`src/rtl/tpe_ram.sv`:
```
// Generic single-port synchronous RAM with a registered read.
`timescale 1ns / 1ps
`default_nettype none

module tpe_ram #(
    parameter int WIDTH = 8,
    parameter int DEPTH = 256
) (
    input  wire logic                     i_clk,
    input  wire logic                     i_we,
    input  wire logic [$clog2(DEPTH)-1:0] i_addr,
    input  wire logic [WIDTH-1:0]         i_wdata,
    output logic      [WIDTH-1:0]         o_rdata
);

    logic [WIDTH-1:0] r_mem [DEPTH];
    logic [WIDTH-1:0] r_rdata;

    always_ff @(posedge i_clk) begin
        if (i_we) begin
            r_mem[i_addr] <= i_wdata;
        end
        r_rdata <= r_mem[i_addr];
    end

    assign o_rdata = r_rdata;

endmodule

`default_nettype wire

```
`config.mk`:
```
export PLATFORM = sky130hd
export DESIGN_NAME = tpe_ram
export DESIGN_NICKNAME = d
export VERILOG_FILES = /design/src/rtl/tpe_ram.sv
export SDC_FILE = /design/constraint.sdc
export NUM_CORES = 2
export LEC_CHECK = 0
export BUFFER_PORTS_ARGS = -buffer_cell sky130_fd_sc_hd__buf_2
export CAP_MARGIN = 20
export CELL_PAD_IN_SITES_DETAIL_PLACEMENT = 0
export CELL_PAD_IN_SITES_GLOBAL_PLACEMENT = 1
export CORE_MARGIN = 3
export CORE_UTILIZATION = 51
export CTS_CLUSTER_SIZE = 30
export DETAILED_ROUTE_END_ITERATION = 8
export PLACE_DENSITY_LB_ADDON = 0.1
export SYNTH_ARGS = -nofsm -noshare
export SYNTH_HDL_FRONTEND = slang
export SYNTH_SLANG_ARGS = --single-unit
```
`constraint.sdc`:
```
create_clock -name i_clk -period 2.5 [get_ports i_clk]
set_input_delay 0.25 -clock i_clk [delete_from_list [all_inputs] [get_ports i_clk]]
set_output_delay 0.25 -clock i_clk [all_outputs]
set_load 0.02 [all_outputs]
```
==> reports/metrics.cfg <==
[outcome]
outcome=finished clean

[yosys]
synth_area_per_cell_um2=22.1
ys_ff_latch=2056
synth_compound_area_frac=0.0362
synthCells=3547
synth.distinct_cells=22
synth-xor-area-share=0
synth-edff-count=2048
synth.top_cells.by_area=edfxtp_1 78%, mux4_2 15%, a22oi_1 2.4%, nor2_1 1.1%, a21oi_1 0.82%
yosys_most_used_dff=edfxtp_1
synth_top_cell_by_area=edfxtp_1
synth-async-reset-ratio=0
syn_area_mm2=0.0785
synth_top_area_share=0.783
synth_top_family_by_area=multiplexers
yosys.area_share.simple=0.0173
muxShareOfSynthArea=0.147
yosys_warnings=0
synth_nets=3565
ys_seq_area_frac=0.786
yosys.area_share.adder=0

[placed_design]
post-place-ws_ps=-1120
gp_congestion=0.815
placed_cells=5946
dpl-instance-area_mm2=0.0857
port_buffers=25
dp_hpwl_um=127000

[clocking]
clock_sinks=2056
cts_tree=yes
clkSlewWorstSetupHoldPaths_ps=60
cts_buffers=200
clock_latency_ps=830
clockBufferDepth=3
cts_root_buf=clkbuf_16
h-tree-depth=4

[sta]
rsz0062_at_grt=no
setup_violations=0
timing_hold_violations_final=0
clock_skew_ps=24.5
fmax_mhz=408
period_share=0.980
maxSlewViolCount=0
layout_setup_ws_ps=50.1
min_period_ps=2450
relSlewSlack=0.381
max_slew.worst_pin.slew_ps=924
hold_slack_ps=35.2
tns_ps=0

[routing]
via_per_inst=6.21
routedWlPerCell_um=31.3
dr.pass1.iters=5
num_vias=39200
detail-route-antenna-nets=0
drc_errors=0
wl_um=198000
drtIter0Drc=4432

[power]
max-vdd-ir-drop_mv=0.662
p_leak_nw=29.2
powerDensity_mw_per_mm2=766
p_total_mw=70.5

[die]
design.die.area_mm2=0.159
ioPinCount=26
row_count=143
core_area_mm2=0.152
die_height_um=398
die-width_um=398
start_util=0.515

[layout]
area_growth_pct=17.2
drive_gt1_frac=0.329
nFillCells=10800
multi_input_area_mm2=0.0159
fin_util=0.604
fin_cells=6315
nNetsFinal=4138
regArea_mm2=0.0617
finalInstanceArea_mm2=0.0920

[critical_path]
endpoint_kind=flop
path_class=flop to flop
cp-start-kind=flop
critPathRequiredTime_ps=3180
critPathArrivalTime_ps=3130
critPathMaxFanout=1

[worst_hold_path]
hold_class=input port to flop

[global_routing]
grt_first_pass_wirelength_um=287000
grt_pass1_vias=40300
grt_start_max_net_pins=97
antenna_found_initial=9
gr-total-overflow=0
track_usage=0.253

[job]
drv_cap=0

## cells in the mapped netlist (all sizes together) (6+ instances only)
master     n
a21oi    128
nor3      30
nor2     232
nor2b      7
clkbuf   145
edfxtp  2048
nand2b     6
nand4      8
nand3     13
dfxtp      8
nand2     28
a22oi    256
mux4     512
buf       87
o41ai     32
## state kept, by name (all words and copies together), names as in the netlist
register / cells
o_rdata: 8
r_mem: 2048
## cells by family after synthesis
logic type,count (synthesis)
multiplexers,512
buffers and inverters,233
AO/OA/AOI/OAI,416
AND/OR/NAND/NOR,330
flip-flops,2056
## cell type report
cell class                 instances  share of cell area
clock inverter                   115              0.0102
clock buffer                     247              0.0579
tap                             2030              0.0276
sequential                      2056               0.670
timing repair buffer             603              0.0617
antenna                            5            0.000136
multi-input combinational       1258               0.172
inverter                           1           0.0000408
## cells in the final DEF, fill, tap and decap left out, types with 4 or more instances in the layout
cell type / count
clkinv_2: 35
inv_6: 4
clkbuf_1: 40
o41ai_1: 22
clkbuf_16: 207
buf_2: 15
dfxtp_1: 8
a21oi_1: 128
buf_4: 487
buf_12: 89
clkinv_1: 46
nand4_1: 8
bufinv_16: 13
o41ai_2: 8
nor2b_1: 5
clkinvlp_4: 7
diode_2: 5
nand2_1: 28
mux4_2: 512
edfxtp_1: 2048
clkinv_4: 7
nor3_1: 30
nand3_1: 13
clkbuf_8: 8
nor2_1: 231
nand2b_1: 5
a22oi_1: 256
## critical path, stage by stage, from the launching register on
cell and delay (ps):
edfxtp_1 370, mux4_2 470, a22oi_1 330, a21oi_1 240
o41ai_4 580, buf_4 230, nand4_1 100
## path summary, 6_finish.rpt
kind / startpoint / to / slack, ps / depth (start not counted)
setup / recovery: r_mem[47][3] / o_rdata[3] / 50 / 6
hold / removal: i_wdata[5] / r_mem[112][5] / 40 / 1
setup reg to reg: r_mem[47][3] / o_rdata[3] / 50 / 6
hold reg to reg: r_mem[226][1] / o_rdata[1] / 1090 / 6
## what timing repair did
action                                  CTS  global route
endpoints found under the setup margin    3             2
resized for setup                         5             2
hold buffers                              2             0
hold endpoints to repair                 83             0
buffers inserted                          0             0
## power by group
| part | internal [mW] | switching (mW) |
|---|---|---|
| Clock | 16.4 | 12.4 |
| Sequential | 38.0 | 0.0596 |
| Combinational | 1.44 | 2.20 |
| Total | 55.8 | 14.7 |
## routing by layer
metal | GRT usage | vias up | wire, µm
li1 | - | 16200 | -
met1 | 0.363 | 21000 | 80800
met2 | 0.398 | 1695 | 95500
met3 | 0.0557 | 301 | 16500
met4 | 0.0677 | 6 | 4920
met5 | 0 | - | 42
(Power assumes the default switching activity.)
